$ cat config.mk
export PLATFORM = sky130hd
export DESIGN_NAME = ws2812_pixel_serial_driver
export DESIGN_NICKNAME = d
export VERILOG_FILES = /design/src/design/wpsd_pkg.sv /design/src/design/wpsd_color_scale.sv /design/src/design/ws2812_pixel_serial_driver.sv
export SDC_FILE = /design/constraint.sdc
export NUM_CORES = 1
export LEC_CHECK = 0
export BUFFER_PORTS_ARGS = -buffer_cell sky130_fd_sc_hd__buf_2
export CAP_MARGIN = 10
export CORE_MARGIN = 5
export CORE_UTILIZATION = 60
export DETAILED_ROUTE_END_ITERATION = 8
export MAX_ROUTING_LAYER = met4
export PLACE_DENSITY_LB_ADDON = 0.1
export SLEW_MARGIN = 0
export SYNTH_ARGS = -nofsm -noshare
export SYNTH_HDL_FRONTEND = slang
export SYNTH_SLANG_ARGS = --single-unit
$ cat constraint.sdc
create_clock -name clk -period 27.1 [get_ports clk]
set_clock_uncertainty 0.15 [all_clocks]
set_input_delay 6.775 -clock clk [delete_from_list [all_inputs] [get_ports clk]]
set_output_delay 6.775 -clock clk [all_outputs]
set_load 0.01 [all_outputs]
$ cat src/design/wpsd_pkg.sv
// ----------------------------------------------------------------------------
// WS2812 pixel driver package
// Payload types, register indexes and sizing constants of the pixel driver.
// ----------------------------------------------------------------------------
package wpsd_pkg;

  localparam int TIMING_W = 10;
  localparam int BRIGHT_W = 8;
  localparam int PIX_W    = 9;
  localparam int COLOR_W  = 8;
  localparam int WORD_W   = 24;
  localparam int BIDX_W   = 5;
  localparam int CFG_IDX_W  = 3;
  localparam int CFG_DATA_W = 10;

  localparam logic [PIX_W-1:0]  MAX_PIXELS = 9'd256;
  localparam logic [BIDX_W-1:0] LAST_BIT   = 5'd23;

  // Register indexes of the configuration port.
  localparam logic [CFG_IDX_W-1:0] REG_BIT_PERIOD  = 3'd0;
  localparam logic [CFG_IDX_W-1:0] REG_HIGH_ZERO   = 3'd1;
  localparam logic [CFG_IDX_W-1:0] REG_HIGH_ONE    = 3'd2;
  localparam logic [CFG_IDX_W-1:0] REG_BRIGHTNESS  = 3'd3;
  localparam logic [CFG_IDX_W-1:0] REG_PIXEL_COUNT = 3'd4;

  // Reset values of the registers.
  localparam logic [TIMING_W-1:0] RST_BIT_PERIOD  = 10'd120;
  localparam logic [TIMING_W-1:0] RST_HIGH_ZERO   = 10'd38;
  localparam logic [TIMING_W-1:0] RST_HIGH_ONE    = 10'd80;
  localparam logic [BRIGHT_W-1:0] RST_BRIGHTNESS  = 8'd255;
  localparam logic [PIX_W-1:0]    RST_PIXEL_COUNT = 9'd1;

  // Command codes of an input item.
  localparam logic CMD_TICK  = 1'b0;
  localparam logic CMD_WRITE = 1'b1;

  typedef struct packed {
    logic               cmd;
    logic [COLOR_W-1:0] red;
    logic [COLOR_W-1:0] green;
    logic [COLOR_W-1:0] blue;
  } in_t;

  typedef struct packed {
    logic pin_level;
    logic busy_res;
    logic refused;
  } out_t;

endpackage

$ cat src/design/wpsd_color_scale.sv
// ----------------------------------------------------------------------------
// WS2812 pixel driver color scaler
// Scales the three color bytes by the brightness factor and packs them GRB.
// ----------------------------------------------------------------------------
module wpsd_color_scale import wpsd_pkg::*; (
  input  logic [COLOR_W-1:0]  red,
  input  logic [COLOR_W-1:0]  green,
  input  logic [COLOR_W-1:0]  blue,
  input  logic [BRIGHT_W-1:0] brightness,
  output logic [WORD_W-1:0]   grb_word
);

  logic [COLOR_W+BRIGHT_W-1:0] red_prod;
  logic [COLOR_W+BRIGHT_W-1:0] green_prod;
  logic [COLOR_W+BRIGHT_W-1:0] blue_prod;

  // Three small 8x8 products in parallel; the top byte is the scaled color.
  assign red_prod   = red   * brightness;
  assign green_prod = green * brightness;
  assign blue_prod  = blue  * brightness;

  assign grb_word = {green_prod[COLOR_W+BRIGHT_W-1:BRIGHT_W],
                     red_prod[COLOR_W+BRIGHT_W-1:BRIGHT_W],
                     blue_prod[COLOR_W+BRIGHT_W-1:BRIGHT_W]};

endmodule

$ cat src/design/ws2812_pixel_serial_driver.sv
// ----------------------------------------------------------------------------
// WS2812 pixel serial driver
// The result of an input transfer is in the output register in the next cycle.
// Throughput: one item per cycle; the frame state and the result register are
// updated at the same edge, so ticks stream back to back while out_ready holds.
// Reset (rst_n low, synchronous): registers return to 120/38/80/255/1, the frame
// state is cleared to idle and the output register is emptied.
// ----------------------------------------------------------------------------
module ws2812_pixel_serial_driver import wpsd_pkg::*; (
  input  logic                  clk,
  input  logic                  rst_n,
  input  logic                  in_valid,
  output logic                  in_ready,
  input  in_t                   in_data,
  output logic                  out_valid,
  input  logic                  out_ready,
  output out_t                  out_data,
  input  logic                  cfg_we,
  input  logic [CFG_IDX_W-1:0]  cfg_index,
  input  logic [CFG_DATA_W-1:0] cfg_wdata
);

  // Configuration registers.
  logic [TIMING_W-1:0] bit_period_r;
  logic [TIMING_W-1:0] high_zero_r;
  logic [TIMING_W-1:0] high_one_r;
  logic [BRIGHT_W-1:0] brightness_r;
  logic [PIX_W-1:0]    pixel_count_r;

  // Frame state: the latched GRB word, the bit being sent (0 is the MSB),
  // the pixels still to go and the tick position inside the current bit.
  logic [WORD_W-1:0]   grb_r,      grb_nxt;
  logic [BIDX_W-1:0]   bit_idx_r,  bit_idx_nxt;
  logic [PIX_W-1:0]    pix_left_r, pix_left_nxt;
  logic [TIMING_W-1:0] tick_r,     tick_nxt;
  logic                sending_r,  sending_nxt;

  // Output register.
  logic out_valid_r, out_valid_nxt;
  out_t out_data_r,  out_data_nxt;

  logic                in_xfer;
  logic [WORD_W-1:0]   scaled_word;
  logic [PIX_W-1:0]    pix_start;
  logic [BIDX_W-1:0]   cur_pos;
  logic [TIMING_W-1:0] cur_high;
  logic [TIMING_W-1:0] bit_len;
  logic [TIMING_W:0]   tick_inc;
  logic [BIDX_W-1:0]   nxt_pos;
  logic [TIMING_W-1:0] nxt_high;
  logic                refused;

  // The block takes an item whenever the output register is empty or its
  // result is being transferred out in this cycle.
  assign in_ready  = !out_valid_r || out_ready;
  assign in_xfer   = in_valid && in_ready;
  assign out_valid = out_valid_r;
  assign out_data  = out_data_r;

  // Register writes. Timing registers act at once; brightness and pixel
  // count are only sampled by the next accepted color write.
  always_ff @(posedge clk) begin
    if (!rst_n) begin
      bit_period_r  <= RST_BIT_PERIOD;
      high_zero_r   <= RST_HIGH_ZERO;
      high_one_r    <= RST_HIGH_ONE;
      brightness_r  <= RST_BRIGHTNESS;
      pixel_count_r <= RST_PIXEL_COUNT;
    end else if (cfg_we) begin
      case (cfg_index)
        REG_BIT_PERIOD:  bit_period_r  <= cfg_wdata[TIMING_W-1:0];
        REG_HIGH_ZERO:   high_zero_r   <= cfg_wdata[TIMING_W-1:0];
        REG_HIGH_ONE:    high_one_r    <= cfg_wdata[TIMING_W-1:0];
        REG_BRIGHTNESS:  brightness_r  <= cfg_wdata[BRIGHT_W-1:0];
        REG_PIXEL_COUNT: pixel_count_r <= cfg_wdata[PIX_W-1:0];
        default: ;
      endcase
    end
  end

  wpsd_color_scale u_scale (
    .red        (in_data.red),
    .green      (in_data.green),
    .blue       (in_data.blue),
    .brightness (brightness_r),
    .grb_word   (scaled_word)
  );

  // A pixel count beyond the chain limit is clamped to the limit.
  assign pix_start = (pixel_count_r > MAX_PIXELS) ? MAX_PIXELS : pixel_count_r;

  // High time of the bit now on the wire, and the bit length: the longer of
  // the period and the high time, and never shorter than one tick.
  assign cur_pos  = LAST_BIT - bit_idx_r;
  assign cur_high = grb_r[cur_pos] ? high_one_r : high_zero_r;
  always_comb begin
    bit_len = (cur_high > bit_period_r) ? cur_high : bit_period_r;
    if (bit_len == '0) begin
      bit_len = TIMING_W'(1);
    end
  end
  assign tick_inc = {1'b0, tick_r} + 1'b1;

  // Next frame state for the item at the input.
  always_comb begin
    grb_nxt      = grb_r;
    bit_idx_nxt  = bit_idx_r;
    pix_left_nxt = pix_left_r;
    tick_nxt     = tick_r;
    sending_nxt  = sending_r;
    refused      = 1'b0;
    if (in_data.cmd == CMD_WRITE) begin
      if (sending_r) begin
        // A write during a frame is dropped and does not advance time.
        refused = 1'b1;
      end else begin
        grb_nxt      = scaled_word;
        bit_idx_nxt  = '0;
        tick_nxt     = '0;
        pix_left_nxt = pix_start;
        sending_nxt  = (pix_start != '0);
      end
    end else if (sending_r) begin
      if (tick_inc < {1'b0, bit_len}) begin
        tick_nxt = tick_inc[TIMING_W-1:0];
      end else begin
        tick_nxt = '0;
        if (bit_idx_r == LAST_BIT) begin
          // End of a pixel: move to the next one, or close the frame.
          bit_idx_nxt = '0;
          if (pix_left_r != '0) begin
            pix_left_nxt = pix_left_r - 1'b1;
          end
          if (pix_left_r <= PIX_W'(1)) begin
            sending_nxt = 1'b0;
          end
        end else begin
          bit_idx_nxt = bit_idx_r + 1'b1;
        end
      end
    end
  end

  // The result shows the line level at the new position.
  assign nxt_pos  = LAST_BIT - bit_idx_nxt;
  assign nxt_high = grb_nxt[nxt_pos] ? high_one_r : high_zero_r;

  always_comb begin
    out_valid_nxt = out_valid_r;
    out_data_nxt  = out_data_r;
    if (in_xfer) begin
      out_valid_nxt          = 1'b1;
      out_data_nxt.pin_level = sending_nxt && (tick_nxt < nxt_high);
      out_data_nxt.busy_res  = sending_nxt;
      out_data_nxt.refused   = refused;
    end else if (out_ready) begin
      out_valid_nxt = 1'b0;
    end
  end

  always_ff @(posedge clk) begin
    if (!rst_n) begin
      grb_r       <= '0;
      bit_idx_r   <= '0;
      pix_left_r  <= '0;
      tick_r      <= '0;
      sending_r   <= 1'b0;
      out_valid_r <= 1'b0;
    end else begin
      out_valid_r <= out_valid_nxt;
      if (in_xfer) begin
        grb_r      <= grb_nxt;
        bit_idx_r  <= bit_idx_nxt;
        pix_left_r <= pix_left_nxt;
        tick_r     <= tick_nxt;
        sending_r  <= sending_nxt;
      end
    end
  end

  always_ff @(posedge clk) begin
    out_data_r <= out_data_nxt;
  end

endmodule

Yosys cells after proc, flatten, opt, wreduce, memory -nomap -nowiden
Cells that the tools add are included.
Word-level totals
  bits in registers: 100
Operators by class
  $add $sub $neg: 5
  multipliers: 3
  $lt $le $gt $ge: 7
  equality and inequality tests: 7
  mux-type cells: 35
  reduce and logical (&&, ||, !) cells: 18
Operators by type and width (count)
  10-bit 2-to-1 mux: 8
  9-bit 2-to-1 mux: 7
  8-bit by 8-bit multiplier with 16-bit output: 3
  24-bit 2-to-1 mux: 2
  5-bit 2-to-1 mux: 5
  9-bit nonzero test: 2
  5-bit by 6-bit < comparator with 1-bit output, second input constant: 2
  10-bit by 1-bit adder with 11-bit output, second input constant: 1
  11-bit by 10-bit < comparator with 1-bit output: 1
  1-bit 2-to-1 mux: 11
  1-bit binary-select mux with 5-bit select: 2
  10-bit greater-than comparator: 1
  10-bit zero test: 1
  10-bit < comparator: 1
  2-bit AND reduction: 5
  5-bit subtractor, first input constant: 2
  9-bit greater-than comparator, second input constant: 1
  9-bit by 1-bit <= comparator with 1-bit output, second input constant: 1
  9-bit by 1-bit subtractor with 9-bit output, second input constant: 1
  2-bit nonzero test: 4
  3-bit by 2-bit equality test with 1-bit output, second input constant: 2
  6-bit AND reduction: 1
  5-bit by 1-bit adder with 5-bit output, second input constant: 1
  5-bit equality test, second input constant: 1
  other kinds (7): 9

Depth between registers and ports, before layout
  depth after elaboration: 18
  gate-level depth with buffers: 43

Modules after synthesis
Synthesis repeated with hierarchy kept, for this count alone.
Unflattened totals
  cell total of the unflattened synthesis: 1446
  area total of the unflattened synthesis: 12045.3 um^2
Modules (own cells, without submodules)
  ws2812_pixel_serial_driver: instances 1, cells each 794, area an instance 6267.3 um^2, seq. area each 2031.9 um^2
  wpsd_color_scale: instances 1, cells each 652, area an instance 5778.0 um^2, seq. area each 0.0 um^2

Least setup slack after synthesis
Ideal clock, no wire load.
  path kind: input to register
  start: input in_data[21] (netlist name)
  end: register out_data_r, in the netlist out_data[2], data pin
  setup time: 150 ps
  data arrival time: 13957 ps
  required time: 26800 ps
  path slack: 12843 ps
  stages: 34
  cell sequence: buf_1 -> nand2_1 -> fa_1 -> fa_1 -> inv_1 -> fa_1 -> fa_1 -> ha_1 -> a21o_1 -> a21o_1 -> a41oi_1 -> a21oi_1 -> o21a_1 -> or4_1 -> and3_1 -> o32a_1 -> a22oi_1 -> a21oi_1 -> nor3_1 -> buf_4 -> mux2i_1 -> ha_1 -> a21oi_1 -> nor2b_1 -> o21ai_0 -> nand2b_1 -> a21oi_1 -> nor2b_1 -> o21ai_0 -> nand2b_1 -> a211oi_1 -> nand3_1 -> or4_1 -> o211ai_2
Between the ends
  cells in the longest elaborated chain, start to end: 8
Ends and longest elaborated chain
  from (decl): RTL line ws2812_pixel_serial_driver.sv:14  | input in_t in_data,
  8-bit by 8-bit multiplier with 16-bit output: RTL line wpsd_color_scale.sv:18  | assign red_prod = red * brightness;
  24-bit 2-to-1 mux: RTL line ws2812_pixel_serial_driver.sv:113  | if (sending_r) begin
  24-bit 2-to-1 mux: RTL line ws2812_pixel_serial_driver.sv:112  | if (in_data.cmd == CMD_WRITE) begin
  1-bit binary-select mux with 5-bit select: RTL line ws2812_pixel_serial_driver.sv:146  | assign nxt_high = grb_nxt[nxt_pos] ? high_one_r : high_zero_r;
  1-bit 2-to-1 mux (implied by the code): RTL line ws2812_pixel_serial_driver.sv:146
  10-bit 2-to-1 mux: RTL line ws2812_pixel_serial_driver.sv:146
  10-bit < comparator: RTL line ws2812_pixel_serial_driver.sv:153  | out_data_nxt.pin_level = sending_nxt && (tick_nxt < nxt_high);
  1-bit logical AND: RTL line ws2812_pixel_serial_driver.sv:153
  to (signal assigned): RTL line ws2812_pixel_serial_driver.sv:182  | out_data_r <= out_data_nxt;
  to (decl): RTL line ws2812_pixel_serial_driver.sv:40  | out_t out_data_r, out_data_nxt;
No other way between the ends. The select of a mux whose other input is x is not followed.
A chain may end at the register's enable or synchronous reset.

Final worst setup path
  start: input in_data[0] (netlist name)
  end: register out_data_r, in the netlist out_data[2], data pin
Between the ends
  cells in the longest elaborated chain, start to end: 8
Ends and longest elaborated chain
  8-bit by 8-bit multiplier with 16-bit output: RTL line wpsd_color_scale.sv:20  | assign blue_prod = blue * brightness;
  24-bit 2-to-1 mux: RTL line ws2812_pixel_serial_driver.sv:113
  24-bit 2-to-1 mux: RTL line ws2812_pixel_serial_driver.sv:112
  1-bit binary-select mux with 5-bit select: RTL line ws2812_pixel_serial_driver.sv:146
  1-bit 2-to-1 mux (implied by the code): RTL line ws2812_pixel_serial_driver.sv:146
  10-bit 2-to-1 mux: RTL line ws2812_pixel_serial_driver.sv:146
  10-bit < comparator: RTL line ws2812_pixel_serial_driver.sv:153
  1-bit logical AND: RTL line ws2812_pixel_serial_driver.sv:153
No other way between the ends. The select of a mux whose other input is x is not followed.

==> results.env <==
STATUS='finished clean'
NETLIST_INSTANCES=1441
CLOCK_INSERTION_DELAY_WORST_SKEW_NS=0.35
COMBPWRFRAC_PCT=67.1
GRT_PASS1_WL_UM=48200
SYNTH_ASYNC_SR_FLOP_SHARE_PCT=0
POSTCTSHOLDBUFS=0
CRITICAL_PATH.SLOWEST_CELL='sky130_fd_sc_hd__nor3_2'
CRITICALPATHCATEGORY='in -> reg'
NETSWITCHINGPOWER_mW=0.431
WORSTPATHMAXFANOUT=10
STD_CELL_ROWS=51
DETAILEDROUTE.FIRSTITERATIONVIOLATIONS=541
LAYOUT-DRIVE-GT1-SHARE_PCT=7.16
CLOCKROOTBUFFER='sky130_fd_sc_hd__clkbuf_16'
CRITICAL_PATH_ARRIVAL_NS=15.11
CLOCK_PATH_BUFFERS=2
TIMING.FMAX_MHz=66.4
PIN_COUNT=48
CPMOSTUSEDCELL='sky130_fd_sc_hd__fa_1'
ANTENNA_FOUND_INITIAL=0
SLEW_VIOLS_FINAL=0
TOTALNEGATIVESETUPSLACK_NS=0
SYNTH_LARGEST_TYPE_AREA_FRACTION_PCT=17.9
P_LEAK_nW=5.96
PIN_COUNT_OF_THE_BIGGEST_NET_ENTERING_GLOBAL_ROUTING=77
SYNTH.TOP_CELLS.BY_AREA='sky130_fd_sc_hd__fa_1 18%, sky130_fd_sc_hd__dfxtp_1 17%, sky130_fd_sc_hd__ha_1 14%'
SETUP.REG_TO_REG.WORST_SLACK_NS=15.86
MIN_PERIOD_NS=15.06
TIMING.FINAL.SETUP_VIOLATIONS=0
GRT_PASS1_VIAS=9851
FINALCRITPERIODSHARE_PCT=55.6
WORST_EP_REQUIRED_TIME_NS=27.15
ROUTE.FINAL.WIRE_LENGTH_UM=28000
DP_HPWL_UM=21700
CTS_INSERTED_BUFFERS=9
POST_SYNTH_INSTANCE_AREA_UM2=11700
MAX-CAP-VIOLATIONS=0
SETUP.WORST_PATH.END_CLASS='register'
POST-ROUTE-DRC-COUNT=0
PORT_BUFFERS=47
SYNTH.AVG_CELL_AREA_UM2=8.13
SYNTHFLOPTYPE='sky130_fd_sc_hd__dfxtp_1'
CLKSLEWWORSTSETUPHOLDPATHS_NS=0.07
GRT_SETUP_UNREPAIRED='no'
CLKPWRFRAC_PCT=14.2
ROUTE.VIAS.TOTAL=9935
DRT_PASS1_ITERATIONS=5
YOSYSWARNINGS=0
DIEWIDTH_UM=150
PLACE_INST=1701
POWERDENSITY_nW_PER_UM2=76.2
GLOBALROUTETOTALUTIL_PCT=27.0
PLACEABLECOREAREA_UM2=19300
DIE-AREA_UM2=22400
FINAL-HOLD-VIOLATION-COUNT=0
SLEW_HEADROOM_PCT=24.3
INSTANCES_NO_FILL=1717
WORST-SLEW-PIN-TRANSITION_NS=1.13
SYNTH.LARGEST_AREA_CELL='sky130_fd_sc_hd__fa_1'
DRTANTENNAVIOLNETS=0
CTS_TREE='yes'
SYNTH-EDFF-COUNT=3
NETS=1727
CRIT_PATH_START_KIND='primary input'
HTREEDEPTH=3
FLOORPLAN.INITIALDENSITY_PCT=60.6
ROUTE.DETAILED.WL_PER_INST_UM=16.3
CLKSINKCOUNT=100
CRITICAL-PATH-MAX-STAGE-DELAY_NS=0.83
SYNTHESIS.NETS=1721
AREA_GROWTH_PCT=5.90
YOSYS_REGISTER_BITS=100
POSTCTSSETUPREPAIRBUFS=0
INSERTEDDIODECOUNT=0
VDD_DROP_MAX_mV=0.0381
P_INT_mW=0.514
GP_ROUTABILITY_CONGESTION=0.920
ROUTE.DETAILED.VIAS_PER_INST=5.79
AGGREGATE_GLOBAL_ROUTING_OVERFLOW=0
POWER_SWITCHING_SHARE_PCT=45.6
SYNTHDISTINCTLIBCELLS=74
POST_CTS_RESIZED=0
POWER.SHARE.SEQUENTIAL_PCT=18.7
SYNTH-SEQ-AREA-SHARE_PCT=17.3
DIE_BOUNDARY_HEIGHT_UM=150
MIN-DELAY-PATH-CLASS='reg -> reg'
[state kept, by name (all words and copies together) (netlist names)]
register,flops
bit_idx_r,5
bit_period_r,10
out_valid,1
brightness_r,8
pixel_count_r,9
pix_left_r,9
grb_r,24
tick_r,10
sending_r,1
high_one_r,10
high_zero_r,10
out_data,3
[cell usage after synthesis (all sizes together), types with 9 or more instances]
cell and instances:
clkbuf 49, nand3 38, inv 161, o211ai 13
and3 12, buf 11, dfxtp 97, mux2 15
o21ai 33, nand2b 9, a211oi 16, nor3 25
nor2b 9, and2 99, xor2 11, fa 105
ha 132, xnor2 12, a22o 10, mux2i 28
nor2 87, a21oi 80, a21o 17, nand2 249
nand4 11
[layout make-up]
cell class	instances	area, um2
Clock buffer	9	225
Clock inverter	7	82.6
Fill cell	1745	6920
Inverter	162	608
Multi-Input combinational cell	1119	8840
Sequential cell	100	2030
Tap cell	265	332
Timing Repair Buffer	55	295
[placed cells by master (no fill, tap or decap), drive strengths merged, types with 4 or more instances in the layout]
master and n:
clkbuf 9, nand2 249, nor3 25, mux2 15
a221oi 4, a21oi 80, a31oi 8, a21o 17
and3 12, a22oi 7, o21a 4, or4 4
inv 164, nand2b 9, or3 6, nand4 11
and2 99, buf 55, nor2b 9, dfxtp 97
o211a 8, xor2 11, o21ai 33, nand3b 5
nor4 7, nand3 38, nor2 87, o31ai 7
o211ai 13, ha 132, fa 105, a41oi 4
a211oi 16, a22o 10, xnor2 12, mux2i 28
[power groups by stage]
stage               combinational (mW)  sequential [mW]  clock, mW
global route                     0.730            0.179      0.143
finish                           0.634            0.177      0.134
CTS                              0.639            0.176      0.137
floorplan                        0.498            0.173          0
global placement                 0.619            0.180          0
detailed placement               0.633            0.180          0
[per-layer routing]
layer	up-vias	wire length, um	track usage [%]	share of wire [%]
li1	4859	-	-	-
met1	4788	12800	35.8	46
met2	247	13400	45.2	48
met3	41	1320	2.36	4.7
met4	0	487	6.50	1.7
met5	-	0	-	0
[worst paths after layout]
kind / depth (start not counted) / from / endpoint
max reg2reg: 38 / bit_idx_r[2] / out_data[2]
min reg2reg: 2 / grb_r[22] / grb_r[22]
min: 2 / grb_r[22] / grb_r[22]
max: 32 / in_data[0] / out_data[2]
[worst max-delay path: cells and delay by family]
kind	cells	cell delay (ns)
compound gates	15	3.42
fa+ha+maj	6	2.72
simple gates	8	1.72
mux	1	0.28
buf+inv	2	0.19
[cell families (layout without fill, tap and decap cells)]
logic type | count (synthesis) | after routing | synth area share [%]
fa+ha+maj | 237 | 237 | 32.0
flops | 100 | 100 | 17.3
mux | 45 | 45 | 4.25
buf+inv | 222 | 233 | 7.30
compound gates | 244 | 244 | 14.5
simple gates | 570 | 570 | 22.9
xor+xnor | 23 | 23 | 1.72
[per-stage QoR]
| step | util [%] | total power [mW] | hold slack [ns] | setup slack, ns | area [um2] |
|---|---|---|---|---|---|
| 6_report | 64.2 | 0.945 | 0.323 | 12.04 | 12400 |
| 5_1_grt | 64.2 | 1.05 | 0.356 | 11.42 | 12400 |
| 4_1_cts | 64.2 | 0.953 | 0.328 | 12.03 | 12400 |
| 3_5_place_dp | 62.6 | 0.813 | 0.310 | 11.66 | 12100 |
| 3_3_place_gp | 62.6 | 0.799 | 0.304 | 11.91 | 12100 |
| 2_1_floorplan | - | 0.671 | 0.286 | 12.84 | 11700 |
Power figures use the tool's default switching activity.
